File: config.mk
export PLATFORM = sky130hd
export DESIGN_NAME = two_door_entry_interlock_fsm
export DESIGN_NICKNAME = d
export VERILOG_FILES = /design/src/tdei_pkg.sv /design/src/tdei_in_stage.sv /design/src/tdei_seq.sv /design/src/tdei_out_stage.sv /design/src/two_door_entry_interlock_fsm.sv
export SDC_FILE = /design/constraint.sdc
export NUM_CORES = 1
export LEC_CHECK = 0
export BUFFER_PORTS_ARGS = -buffer_cell sky130_fd_sc_hd__buf_4
export CAP_MARGIN = 15
export CORE_AREA = 2 2 157 82
export CTS_CLUSTER_DIAMETER = 40
export CTS_CLUSTER_SIZE = 10
export DETAILED_ROUTE_END_ITERATION = 7
export DIE_AREA = 0 0 159 84
export GPL_ROUTABILITY_DRIVEN = 0
export GPL_TIMING_DRIVEN = 0
export HOLD_SLACK_MARGIN = 0.02
export MAX_ROUTING_LAYER = met4
export PLACE_DENSITY = 0.82
export REMOVE_ABC_BUFFERS = 1
export SYNTH_ARGS = -nofsm -noshare
export SYNTH_HDL_FRONTEND = slang
export SYNTH_SLANG_ARGS = --single-unit
File: constraint.sdc
create_clock -name aclk -period 7.6 [get_ports aclk]
set_clock_uncertainty 0.05 [all_clocks]
set_input_delay 0.38 -clock aclk [delete_from_list [all_inputs] [get_ports aclk]]
set_output_delay 0.38 -clock aclk [all_outputs]
set_load 0.05 [all_outputs]
File: src/tdei_pkg.sv
// ----------------------------------------------------------------------------
// tdei_pkg
// Shared types, event and message codes, phase codes and the phase decoder
// for the two-door entry vestibule sequencer.
// ----------------------------------------------------------------------------
package tdei_pkg;

    // Event codes on the input beat
    localparam logic [3:0] CMD_LS   = 4'd0;
    localparam logic [3:0] CMD_RS   = 4'd1;
    localparam logic [3:0] CMD_WS   = 4'd2;
    localparam logic [3:0] CMD_LO   = 4'd3;
    localparam logic [3:0] CMD_RO   = 4'd4;
    localparam logic [3:0] CMD_LC   = 4'd5;
    localparam logic [3:0] CMD_RC   = 4'd6;
    localparam logic [3:0] CMD_GRU  = 4'd7;
    localparam logic [3:0] CMD_GRL  = 4'd8;
    localparam logic [3:0] CMD_GLU  = 4'd9;
    localparam logic [3:0] CMD_GLL  = 4'd10;
    localparam logic [3:0] CMD_EXIT = 4'd11;

    // Display message codes on the result beat
    localparam logic [3:0] MSG_SCAN = 4'd0;
    localparam logic [3:0] MSG_GLU  = 4'd1;
    localparam logic [3:0] MSG_GRU  = 4'd2;
    localparam logic [3:0] MSG_LO   = 4'd3;
    localparam logic [3:0] MSG_RO   = 4'd4;
    localparam logic [3:0] MSG_WS   = 4'd5;
    localparam logic [3:0] MSG_LC   = 4'd6;
    localparam logic [3:0] MSG_RC   = 4'd7;
    localparam logic [3:0] MSG_GLL  = 4'd8;
    localparam logic [3:0] MSG_GRL  = 4'd9;
    localparam logic [3:0] MSG_EXIT = 4'd10;

    // Phase codes
    localparam logic [3:0] PH_SCAN    = 4'd0;
    localparam logic [3:0] PH_UNLOCK1 = 4'd1;
    localparam logic [3:0] PH_OPEN1   = 4'd2;
    localparam logic [3:0] PH_WEIGH   = 4'd3;
    localparam logic [3:0] PH_CLOSE1  = 4'd4;
    localparam logic [3:0] PH_LOCK1   = 4'd5;
    localparam logic [3:0] PH_UNLOCK2 = 4'd6;
    localparam logic [3:0] PH_OPEN2   = 4'd7;
    localparam logic [3:0] PH_CLOSE2  = 4'd8;
    localparam logic [3:0] PH_LOCK2   = 4'd9;

    // Entry side codes
    localparam logic [1:0] SIDE_NONE  = 2'd0;
    localparam logic [1:0] SIDE_LEFT  = 2'd1;
    localparam logic [1:0] SIDE_RIGHT = 2'd2;

    // Last shown person after reset or a completed cycle
    localparam logic signed [31:0] LAST_ID_INIT     = -32'sd99;
    localparam logic signed [15:0] LAST_WEIGHT_INIT = -16'sd1;

    typedef struct packed {
        logic [3:0]         command;
        logic signed [31:0] person_id;
        logic signed [15:0] weight;
    } in_item_t;

    typedef struct packed {
        logic [3:0]         message_code;
        logic signed [31:0] shown_person_id;
        logic signed [15:0] shown_weight;
    } out_item_t;

    // Expected event and message for one phase of the walk
    typedef struct packed {
        logic       ok;
        logic [3:0] want;
        logic [3:0] code;
    } rule_t;

    function automatic rule_t phase_rule(input logic [3:0] phase, input logic [1:0] side);
        rule_t r;
        logic  lft;
        r   = '0;
        lft = (side == SIDE_LEFT);
        r.ok = (side == SIDE_LEFT) || (side == SIDE_RIGHT);
        unique case (phase)
            PH_UNLOCK1: begin
                r.want = lft ? CMD_GLU : CMD_GRU;
                r.code = lft ? MSG_GLU : MSG_GRU;
            end
            PH_OPEN1: begin
                r.want = lft ? CMD_LO : CMD_RO;
                r.code = lft ? MSG_LO : MSG_RO;
            end
            PH_WEIGH: begin
                r.want = CMD_WS;
                r.code = MSG_WS;
            end
            PH_CLOSE1: begin
                r.want = lft ? CMD_LC : CMD_RC;
                r.code = lft ? MSG_LC : MSG_RC;
            end
            PH_LOCK1: begin
                r.want = lft ? CMD_GLL : CMD_GRL;
                r.code = lft ? MSG_GLL : MSG_GRL;
            end
            PH_UNLOCK2: begin
                r.want = lft ? CMD_GRU : CMD_GLU;
                r.code = lft ? MSG_GRU : MSG_GLU;
            end
            PH_OPEN2: begin
                r.want = lft ? CMD_RO : CMD_LO;
                r.code = lft ? MSG_RO : MSG_LO;
            end
            PH_CLOSE2: begin
                r.want = lft ? CMD_RC : CMD_LC;
                r.code = lft ? MSG_RC : MSG_LC;
            end
            PH_LOCK2: begin
                r.want = lft ? CMD_GRL : CMD_GLL;
                r.code = lft ? MSG_GRL : MSG_GLL;
            end
            default: begin
                r.ok = 1'b0;
            end
        endcase
        return r;
    endfunction

endpackage

File: src/tdei_in_stage.sv
// ----------------------------------------------------------------------------
// tdei_in_stage
// Input register: captures one event beat and holds it until the sequencer
// takes it.
// ----------------------------------------------------------------------------
module tdei_in_stage (
    input  logic               aclk,
    input  logic               aresetn,
    input  logic               s_valid,
    output logic               s_ready,
    input  tdei_pkg::in_item_t s_data,
    output logic               item_valid,
    input  logic               item_ready,
    output tdei_pkg::in_item_t item
);

    logic               valid_reg;
    tdei_pkg::in_item_t data_reg;

    // Refill when empty or when the held beat leaves this cycle
    assign s_ready    = !valid_reg || item_ready;
    assign item_valid = valid_reg;
    assign item       = data_reg;

    always_ff @(posedge aclk) begin
        if (!aresetn) begin
            valid_reg <= 1'b0;
        end else if (s_ready) begin
            valid_reg <= s_valid;
        end
    end

    always_ff @(posedge aclk) begin
        if (s_valid && s_ready) begin
            data_reg <= s_data;
        end
    end

endmodule

File: src/tdei_seq.sv
// ----------------------------------------------------------------------------
// tdei_seq
// Phase sequencer: holds phase, side, halt flag and last shown person, and
// decides for each event whether it advances and what it displays.
// ----------------------------------------------------------------------------
module tdei_seq (
    input  logic                aclk,
    input  logic                aresetn,
    input  logic                item_valid,
    output logic                item_ready,
    input  tdei_pkg::in_item_t  item,
    output logic                res_valid,
    input  logic                res_ready,
    output tdei_pkg::out_item_t res
);

    logic [3:0]         phase_reg,  phase_next;
    logic [1:0]         side_reg,   side_next;
    logic               halted_reg, halted_next;
    logic signed [31:0] last_id_reg, last_id_next;
    logic signed [15:0] last_wt_reg, last_wt_next;

    tdei_pkg::rule_t rule;
    logic            emit;
    logic            step;

    assign item_ready = res_ready;
    assign step       = item_valid && res_ready;
    assign rule       = tdei_pkg::phase_rule(phase_reg, side_reg);

    always_comb begin
        emit         = 1'b0;
        res          = '0;
        phase_next   = phase_reg;
        side_next    = side_reg;
        halted_next  = halted_reg;
        last_id_next = last_id_reg;
        last_wt_next = last_wt_reg;
        if (halted_reg) begin
            emit = 1'b0;
        end else if (item.command == tdei_pkg::CMD_EXIT) begin
            emit                = 1'b1;
            res.message_code    = tdei_pkg::MSG_EXIT;
            res.shown_person_id = last_id_reg;
            res.shown_weight    = last_wt_reg;
            halted_next         = 1'b1;
        end else if (phase_reg == tdei_pkg::PH_SCAN) begin
            if (item.command == tdei_pkg::CMD_LS || item.command == tdei_pkg::CMD_RS) begin
                emit                = 1'b1;
                res.message_code    = tdei_pkg::MSG_SCAN;
                res.shown_person_id = item.person_id;
                res.shown_weight    = item.weight;
                side_next           = (item.command == tdei_pkg::CMD_RS) ?
                                      tdei_pkg::SIDE_RIGHT : tdei_pkg::SIDE_LEFT;
                phase_next          = tdei_pkg::PH_UNLOCK1;
                last_id_next        = item.person_id;
                last_wt_next        = item.weight;
            end
        end else if (rule.ok && item.command == rule.want) begin
            emit                = 1'b1;
            res.message_code    = rule.code;
            res.shown_person_id = item.person_id;
            res.shown_weight    = item.weight;
            if (phase_reg == tdei_pkg::PH_LOCK2) begin
                phase_next   = tdei_pkg::PH_SCAN;
                side_next    = tdei_pkg::SIDE_NONE;
                last_id_next = tdei_pkg::LAST_ID_INIT;
                last_wt_next = tdei_pkg::LAST_WEIGHT_INIT;
            end else begin
                phase_next   = phase_reg + 4'd1;
                last_id_next = item.person_id;
                last_wt_next = item.weight;
            end
        end
    end

    assign res_valid = item_valid && emit;

    always_ff @(posedge aclk) begin
        if (!aresetn) begin
            phase_reg   <= tdei_pkg::PH_SCAN;
            side_reg    <= tdei_pkg::SIDE_NONE;
            halted_reg  <= 1'b0;
            last_id_reg <= tdei_pkg::LAST_ID_INIT;
            last_wt_reg <= tdei_pkg::LAST_WEIGHT_INIT;
        end else if (step) begin
            phase_reg   <= phase_next;
            side_reg    <= side_next;
            halted_reg  <= halted_next;
            last_id_reg <= last_id_next;
            last_wt_reg <= last_wt_next;
        end
    end

`ifndef ASSERT_OFF
    // Halt holds until reset
    a_halt_sticky: assert property (@(posedge aclk) disable iff (!aresetn)
        halted_reg |=> halted_reg)
        else $error("halt flag dropped without reset");

    // A halted sequencer displays nothing
    a_halt_silent: assert property (@(posedge aclk) disable iff (!aresetn)
        halted_reg |-> !res_valid)
        else $error("result produced while halted");

    // Past door scan a side is always chosen
    a_side_known: assert property (@(posedge aclk) disable iff (!aresetn)
        (phase_reg != tdei_pkg::PH_SCAN) |->
            (side_reg == tdei_pkg::SIDE_LEFT || side_reg == tdei_pkg::SIDE_RIGHT))
        else $error("phase advanced without an entry side");

    // Phase never leaves the walk
    a_phase_range: assert property (@(posedge aclk) disable iff (!aresetn)
        phase_reg <= tdei_pkg::PH_LOCK2)
        else $error("phase out of range");
`endif

endmodule

File: src/tdei_out_stage.sv
// ----------------------------------------------------------------------------
// tdei_out_stage
// Result register: holds one display message beat until the consumer takes
// it; the sequencer stalls while the register is full and not taken.
// ----------------------------------------------------------------------------
module tdei_out_stage (
    input  logic                aclk,
    input  logic                aresetn,
    input  logic                res_valid,
    output logic                res_ready,
    input  tdei_pkg::out_item_t res,
    output logic                m_valid,
    input  logic                m_ready,
    output tdei_pkg::out_item_t m_data
);

    logic                valid_reg;
    tdei_pkg::out_item_t data_reg;

    assign res_ready = !valid_reg || m_ready;
    assign m_valid   = valid_reg;
    assign m_data    = data_reg;

    always_ff @(posedge aclk) begin
        if (!aresetn) begin
            valid_reg <= 1'b0;
        end else if (res_ready) begin
            valid_reg <= res_valid;
        end
    end

    always_ff @(posedge aclk) begin
        if (res_valid && res_ready) begin
            data_reg <= res;
        end
    end

endmodule

File: src/two_door_entry_interlock_fsm.sv
// Path: an event beat passes the input register, then its message beat the result register, to m_.
// Throughput: one event beat per cycle while the result register has room; the phase decode
// sits between the input register and the result register, so nothing iterates.
// Reset: aresetn low at a clock edge empties both registers, returns to door scan
// with no side chosen, clears the halt flag and sets the last shown person to -99 / -1.
// ----------------------------------------------------------------------------
// two_door_entry_interlock_fsm
// Sequencer for a two-door entry vestibule. A left or right card scan picks
// the entry side; the guard unlock, open, weight scan, close and guard lock
// events of both doors then have to arrive in order, mirrored by side. Each
// expected event shows a display message with its person fields; EXIT shows
// the last displayed person of an unfinished walk, else -99 / -1, and halts until reset.
// ----------------------------------------------------------------------------
module two_door_entry_interlock_fsm (
    input  logic                aclk,
    input  logic                aresetn,
    // Event beats
    input  logic                s_valid,
    output logic                s_ready,
    input  tdei_pkg::in_item_t  s_data,
    // Display message beats
    output logic                m_valid,
    input  logic                m_ready,
    output tdei_pkg::out_item_t m_data
);

    // Event held in the input register
    logic                item_valid;
    logic                item_ready;
    tdei_pkg::in_item_t  item;

    // Message decided this cycle, headed for the result register
    logic                res_valid;
    logic                res_ready;
    tdei_pkg::out_item_t res;

    // Capture the event beat; advance it whenever the result side has room
    tdei_in_stage u_in_stage (
        .aclk       (aclk),
        .aresetn    (aresetn),
        .s_valid    (s_valid),
        .s_ready    (s_ready),
        .s_data     (s_data),
        .item_valid (item_valid),
        .item_ready (item_ready),
        .item       (item)
    );

    // Decode the event against the current phase; ignored events drop here
    // without a message, but still leave the input register
    tdei_seq u_seq (
        .aclk       (aclk),
        .aresetn    (aresetn),
        .item_valid (item_valid),
        .item_ready (item_ready),
        .item       (item),
        .res_valid  (res_valid),
        .res_ready  (res_ready),
        .res        (res)
    );

    // Hold the message beat until the consumer takes it
    tdei_out_stage u_out_stage (
        .aclk      (aclk),
        .aresetn   (aresetn),
        .res_valid (res_valid),
        .res_ready (res_ready),
        .res       (res),
        .m_valid   (m_valid),
        .m_ready   (m_ready),
        .m_data    (m_data)
    );

endmodule
==> flow_summary_export.csv <==
group,metric,value,unit
clock_tree,hold_buffers,0,
yosys,ys_top_cells_by_area,"edfxtp_1 (47%), dfxtp_1 (17%), o31a_1 (6.0%), a22oi_1 (5.7%), or4_1 (5.4%)",
die,fp.dieH,84,um
global_route,grtUsageTotal,26.02,%
detailed_routing,wl_met2,7.416,mm
critical_path,critPathMaxFanout,53,
detailed_routing,vias_per_cell,6.190,
critical_path,cp.depth,8,
run,maxCapViolations,0,
sta,slew_headroom,30.88,%
clock_tree,cts_setup_buffers,0,
detailed_routing,detail-route-antenna-nets,0,
yosys,synth_top_cell_by_area,"edfxtp_1",
sta,worst_slew_pin_slew,1.035,ns
final_layout,num-fill-cells,901,
sta,hold_viol,0,
detailed_routing,dr_total_vias,4995,
clock_tree,clk_pin_slew_worst_paths,0.07,ns
global_route,grt_max_degree,54,
detailed_routing,drt_iter0_markers,662,
critical_path,path_cells,"inv_1 > o32a_1 > nor3b_1 > o32ai_1 > o31a_4 > a21oi_4 > buf_16 > buf_16",
placement,io_buffer_count,109,
power_and_ir_drop,power_density,235.7,mW/mm^2
critical_path,path_buf_inv,3,
die,die-area,0.01336,mm^2
clock_tree,cts_made_buffers,17,
clock_tree,cts_sinks,161,
detailed_routing,wire_per_inst,20.49,um
placement,pre_cts_ws,3.591,ns
detailed_routing,dr_wl_met3,1.562,mm
die,io_pins,110,
clock_tree,htree_num_levels,4,
critical_path,crit_slowest_cell,"dfxtp_1",
yosys,avgSynthCellArea,12.27,um^2
yosys,yosysSeqAreaShare,64.74,%
final_layout,nets,682,
detailed_routing,drtPass1Iterations,6,
detailed_routing,drc_errors,0,
critical_path,end_kind,"flip-flop",
final_layout,seq_area,0.004265,mm^2
yosys,ys_types,52,
power_and_ir_drop,ir_drop,0.0001385,V
sta,fin_crit_sh,54.16,%
critical_path,path_class,"flip-flop to flip-flop",
sta,setup_viol_count_final,0,
yosys,ys_async_sr_fraction,0,%
status,status,"finished clean",
critical_path,worst_path_most_repeated_cell,"buf_16",
final_layout,num_antenna_cells,0,
yosys,synth_edf_count,104,
global_route,first_global_vias,4924,
sta,setup_tns,0,ns
critical_path,crit_required,7.71,ns
critical_path,crit_family,"compound AO/OA/AOI/OAI gates",
die,core_area,0.01219,mm^2
critical_path,critical_path.startpoint_type,"flip-flop",
clock_tree,cts_resized,0,
clock_tree,root_buffer,"clkbuf_16",
sta,fmax,242.9,MHz
die,rows,29,
global_route,grt_overflow,0,
sta,fin_ws,3.484,ns
placement,hpwl,10.27,mm
clock_tree,insertion_delay,0.41,ns
die,die_w,159,um
yosys,synthCells,537,
yosys,synth_area,0.006586,mm^2
clock_tree,cts_tree,"done",
final_layout,drive_gt1_share,25.27,%
global_route,antenna_found_initial,0,
critical_path,critPathMaxStageDelay,0.83,ns
yosys,synth.top_cell.area_share,47.42,%
detailed_routing,route.top_layer_used,"met4",
detailed_routing,drt-met1-wl,7.456,mm
worst_hold_path,hold_depth,1,
yosys,synth_common_cells,"edfxtp_1 (104), nor2_1 (62), dfxtp_1 (57)",
yosys,synth_most_common_cell,"edfxtp_1",
sta,fin_crit,4.116,ns
detailed_routing,routed_wl,16.54,mm
yosys,ys.warnings.count,0,
sta,drv_slew,0,
power_and_ir_drop,p_leak,2.917,nW
yosys,ys.flop_type,"edfxtp_1",
critical_path,arrival,4.22,ns
die,initial_core_util,54.02,%
global_route,grt_pass1_wl,26.50,mm
sta,rsz0062_at_grt,"false",
clock_tree,clockBufferDepth,2,
final_layout,area_growth,25.25,%
critical_path,reg2reg_depth,8,
worst_hold_path,min_path_type,"input pin to flip-flop",
yosys,synth-seq-cells,161,
final_layout,multiInputGateArea,0.002116,mm^2
## area by class of cell
type	count	area share [%]
Clock buffer	20	5.415
Multi-Input combinational cell	316	25.65
Sequential cell	161	51.71
Inverter	9	0.4095
Tap cell	170	2.578
Clock inverter	12	1.653
Timing Repair Buffer	119	12.59
## where the power goes
group	switching (mW)	internal [mW]	total, mW
clock	0.344	0.495	0.839
sequential	0.0139	0.960	0.974
combinational	0.0823	0.0490	0.131
## cells by family after synthesis
family / count (synthesis) / synth area share, %
flip-flops: 161 / 64.74
AO/OA/AOI/OAI: 153 / 17.63
buffers and inverters: 60 / 3.723
adder cells (fa/ha/maj): 3 / 0.5319
AND/OR/NAND/NOR: 158 / 13.09
multiplexers: 1 / 0.1520
XOR/XNOR: 1 / 0.1330
## layout by cell type (no fill, tap or decap), drive strengths merged, types with 4 or more instances in the layout
cell    netlist  final
nand3         7      7
clkinv        0      6
clkbuf       44     20
o31a         46     46
nand2        14     14
edfxtp      104    104
nor2b         6      6
nor2         62     62
a22oi        50     50
a21oi        16     16
dfxtp        57     57
nand4         4      4
a31oi         4      4
o21ai        13     13
nor3          4      4
or4          47     47
inv           9     10
buf           7    119
## stage by stage
stage	util [%]	std cells	cell area (um^2)	power (mW)	hold slack (ns)
finish	67.66	807	8249	1.944	0.09155
global route	67.66	807	8249	2.001	0.07782
CTS	67.66	807	8249	1.955	0.07731
detailed placement	62.88	775	7666	1.122	0.4034
global placement	60.75	765	7406	1.108	0.3950
floorplan	-	486	6375	1.055	0.3864
## worst paths after layout
path,slack (ns),startpoint,to
max,3.48,u_seq.phase_reg[0],u_out_stage.m_data[11]
min,0.09,s_data[19],u_in_stage.item[19]
max reg2reg,3.48,u_seq.phase_reg[0],u_out_stage.m_data[11]
min reg2reg,0.41,u_seq.last_id_reg[1],u_seq.last_id_reg[1]
## worst register-to-register path, stage by stage (launching register included)
cell and delay, ns:
dfxtp_1 0.83, inv_1 0.33, o32a_1 0.45, nor3b_1 0.16, o32ai_1 0.70, o31a_4 0.62, a21oi_4 0.30, buf_16 0.24
buf_16 0.17
## routing by layer
metal | GRT usage, % | vias to the layer above
met3 | 6.756 | 12
met2 | 38.30 | 284
li1 | - | 2287
met4 | 6.198 | 0
met5 | - | -
met1 | 36.46 | 2412
No activity file was read; power rests on OpenSTA's default activity.
